## config.mk

```make
export PLATFORM = sky130hd
export DESIGN_NAME = gnncc_ram
export DESIGN_NICKNAME = d
export VERILOG_FILES = /design/src/rtl/gnncc_ram.sv
export SDC_FILE = /design/constraint.sdc
export NUM_CORES = 1
export LEC_CHECK = 0
export ABC_AREA = 0
export BUFFER_PORTS_ARGS = -buffer_cell sky130_fd_sc_hd__buf_2
export CAP_MARGIN = 20
export CORE_MARGIN = 1.5
export CORE_UTILIZATION = 53
export CTS_CLUSTER_DIAMETER = 40
export DETAILED_ROUTE_END_ITERATION = 12
export PLACE_DENSITY_LB_ADDON = 0.1
export SYNTH_ARGS = -nofsm -noshare
export SYNTH_HDL_FRONTEND = slang
export SYNTH_SLANG_ARGS = --single-unit
export TNS_END_PERCENT = 30
```

## constraint.sdc

```tcl
create_clock -name clk -period 4.45 [get_ports clk]
set_input_delay 0.89 -clock clk [delete_from_list [all_inputs] [get_ports clk]]
set_output_delay 0.89 -clock clk [all_outputs]
set_load 0.02 [all_outputs]
```

## src/rtl/gnncc_ram.sv

```systemverilog
// gnncc_ram: generic single port ram with registered read
// no dependencies
`default_nettype none
module gnncc_ram #(
  parameter int WIDTH = 8,
  parameter int DEPTH = 16
) (
  input  wire logic                     clk,
  input  wire logic                     we,
  input  wire logic [$clog2(DEPTH)-1:0] addr,
  input  wire logic [WIDTH-1:0]         wdata,
  output logic      [WIDTH-1:0]         rdata
);

  logic [WIDTH-1:0] mem [DEPTH];

  // write port and registered read
  always_ff @(posedge clk) begin
    if (we) begin
      mem[addr] <= wdata;
    end
    rdata <= mem[addr];
  end

endmodule
`default_nettype wire

```

==> flow_metrics.env <==
export IMPL_async_reset_ff_share_pct=0
export IMPL_leakage_nw=1.93
export IMPL_finalMaxSlewViolations=0
export IMPL_r2r_slack_ns=3.05
export IMPL_insertedDiodeCount=0
export IMPL_hold_viol=0
export IMPL_finalNonFillerCells=406
export IMPL_first_iter_violations=171
export IMPL_rows=35
export IMPL_syn_inst=230
export IMPL_synth_area_um2=5070
export IMPL_clockRootBuffer="clkbuf_8"
export IMPL_cp_arrival_ns=2.93
export IMPL_skew_ns=0.0163
export IMPL_final_layout_size_suffix_gt1_share_pct=32.1
export IMPL_relSlewSlack_pct=36.8
export IMPL_hold_buffers=0
export IMPL_p_switching_mw=0.591
export IMPL_synth_top_cells_by_count="edfxtp_1 (128), mux4_2 (32), a22oi_1 (16), nor2_1 (13), nand2_1 (9)"
export IMPL_p_seq_share_pct=48.7
export IMPL_path_clk_slew_ns=0.06
export IMPL_top_layer_used="met4"
export IMPL_hp_class="flop to flop"
export IMPL_clkSinkCount=136
export IMPL_yosysSeqAreaShare_pct=79.0
export IMPL_antenna_found_initial=0
export IMPL_crit_fanout=30
export IMPL_dp_cells=374
export IMPL_setup_tns_ns=0
export IMPL_power_density_nw_per_um2=501
export IMPL_gr_total_overflow=0
export IMPL_hpwl_um=5940
export IMPL_gp_congestion=0.723
export IMPL_synth_top_area_cell="edfxtp_1"
export IMPL_grtUsageTotal_pct=21.4
export IMPL_postRouteWirelength_um=9620
export IMPL_setup_violations=0
export IMPL_cap_violations=0
export IMPL_yosysUniqueCellTypes=18
export IMPL_syn_avg_cell_area_um2=22.0
export IMPL_cts_tree="yes"
export IMPL_wl_met1_um=4090
export IMPL_worst_path_largest_cell_delay_ns=0.71
export IMPL_wl_met2_um=4840
export IMPL_worst_setup_path_start_kind="input pin"
export IMPL_pwr_share_clk_pct=46.6
export IMPL_viasPerCell=5.81
export IMPL_ant_nets=0
export IMPL_netlist_area_leader_share_pct=75.9
export IMPL_p_comb_share_pct=4.6
export IMPL_sw_frac_of_total_pct=20.0
export IMPL_clk_latency_ns=0.52
export IMPL_grt_pass1_wl_um=14600
export IMPL_vias=2359
export IMPL_grt_pass1_vias=2412
export IMPL_crit_path_cell_trace="buf_2, buf_4, mux4_2, a22oi_1, nand2_1"
export IMPL_postCtsSetupBuffers=0
export IMPL_cts_resized=0
export IMPL_min_period_ns=2.54
export IMPL_area_growth_pct=16.6
export IMPL_final_period_utilization_pct=57.1
export IMPL_design_die_area_um2=10200
export IMPL_htreeDepth=4
export IMPL_max_slew_worst_pin_slew_ns=0.948
export IMPL_dr_wl_met3_um=605
export IMPL_clock_fmax_mhz=393
export IMPL_ys_seq_elements=136
export IMPL_ys_warn_count=0
export IMPL_crit_type="input pin to flop"
export IMPL_drc=0
export IMPL_ir_drop_mv=0.316
export IMPL_status="finished, final reports clean"
export IMPL_wl_per_cell_um=23.7
export IMPL_die_h_um=101
export IMPL_synth_edff_count=128
export IMPL_critPathCaptureType="flop"
export IMPL_grt_start_max_net_pins=40
export IMPL_rsz0062_at_grt="no"
export IMPL_p_total_mw=2.96
export IMPL_port_buffers=21
export IMPL_synth_most_common_cell="edfxtp_1"
export IMPL_synth_area_leaders="edfxtp_1 (76%), mux4_2 (14%), dfxtp_1 (3.2%)"
export IMPL_cpMaxStageDelayCell="buf_2"
export IMPL_synthFlopType="edfxtp_1"
export IMPL_finish_net_count=278
export IMPL_core_area_um2=9240
export IMPL_required_ns=4.84
export IMPL_internal_power_mw=2.37
export IMPL_io_pins=22
export IMPL_start_util_pct=54.8
export IMPL_synthesis_nets=244
export IMPL_cts_buffer_depth=2
export IMPL_numCtsBuffers=17
export IMPL_die_w_um=101
export IMPL_firstDrtPassIters=4
[critical path: cells and delay by family]
kind | cells | cell delay (ns)
AOI/OAI and AO/OA | 1 | 0.28
buffers and inverters | 2 | 1.08
muxes | 1 | 0.53
and+or+nand+nor | 1 | 0.12
[final cells by class]
class	count	area [um2]
Tap cell	129	161
Clock buffer	21	449
Multi-Input combinational cell	83	1000
Clock inverter	11	146
Timing Repair Buffer	26	143
Sequential cell	136	4000
Fill cell	639	3330
[through the flow]
step / hold slack, ns / worst slack [ns] / util (%) / cell area [um2]
floorplan: 0.635 / 2.07 / - / 5070
global route: 0.689 / 1.76 / 63.9 / 5910
global placement: 0.657 / 1.41 / 57.5 / 5310
CTS: 0.671 / 1.86 / 63.9 / 5910
detailed placement: 0.660 / 1.36 / 57.5 / 5310
finish: 0.670 / 1.91 / 63.9 / 5910
[cells in the final DEF (no fill, tap or decap)]
cell / n
nand3b_1: 2
nand2_1: 9
dfxtp_1: 8
clkbuf_16: 16
edfxtp_1: 128
bufinv_16: 3
or3b_2: 1
clkinv_2: 3
nand2b_1: 2
clkbuf_1: 2
a22oi_1: 16
buf_4: 5
nor3_1: 4
clkinvlp_4: 2
nor2_1: 13
mux4_2: 32
inv_6: 2
clkinv_4: 1
clkbuf_8: 3
buf_2: 21
and2_1: 1
nor2b_1: 2
nand3_1: 1
[path summary, 6_finish.rpt]
kind | cells past startpoint | to | startpoint
worst max register to register | 3 | rdata[2]$_DFF_P_ | mem[11][2]$_DFFE_PP_
worst min-delay path | 3 | rdata[7]$_DFF_P_ | mem[14][7]$_DFFE_PP_
worst max-delay path | 5 | rdata[6]$_DFF_P_ | addr[0]
worst min register to register | 3 | rdata[7]$_DFF_P_ | mem[14][7]$_DFFE_PP_
[power by group through the flow]
stage          Clock [mW]  Sequential, mW  Combinational (mW)
5_1_grt              1.46            1.44               0.149
3_3_place_gp            0            1.47               0.136
3_5_place_dp            0            1.47               0.138
6_report             1.38            1.44               0.137
4_1_cts              1.40            1.44               0.139
2_1_floorplan           0            1.48              0.0738
[registers in the layout, indices dropped and copies added (netlist names)]
register / flops
rdata: 8
mem: 128
[layer usage]
| metal | vias up | track usage, % |
|---|---|---|
| met1 | 1246 | 30.2 |
| met3 | 8 | 5.62 |
| met5 | - | 0 |
| li1 | 1030 | - |
| met4 | 0 | 8.13 |
| met2 | 75 | 32.7 |
[cell families after synthesis]
family / Yosys count / synth area share [%]
flops: 136 / 79.0
simple gates: 35 / 3.21
mux: 32 / 14.2
compound gates: 16 / 2.37
buf+inv: 11 / 1.19
(Power assumes the default switching activity.)
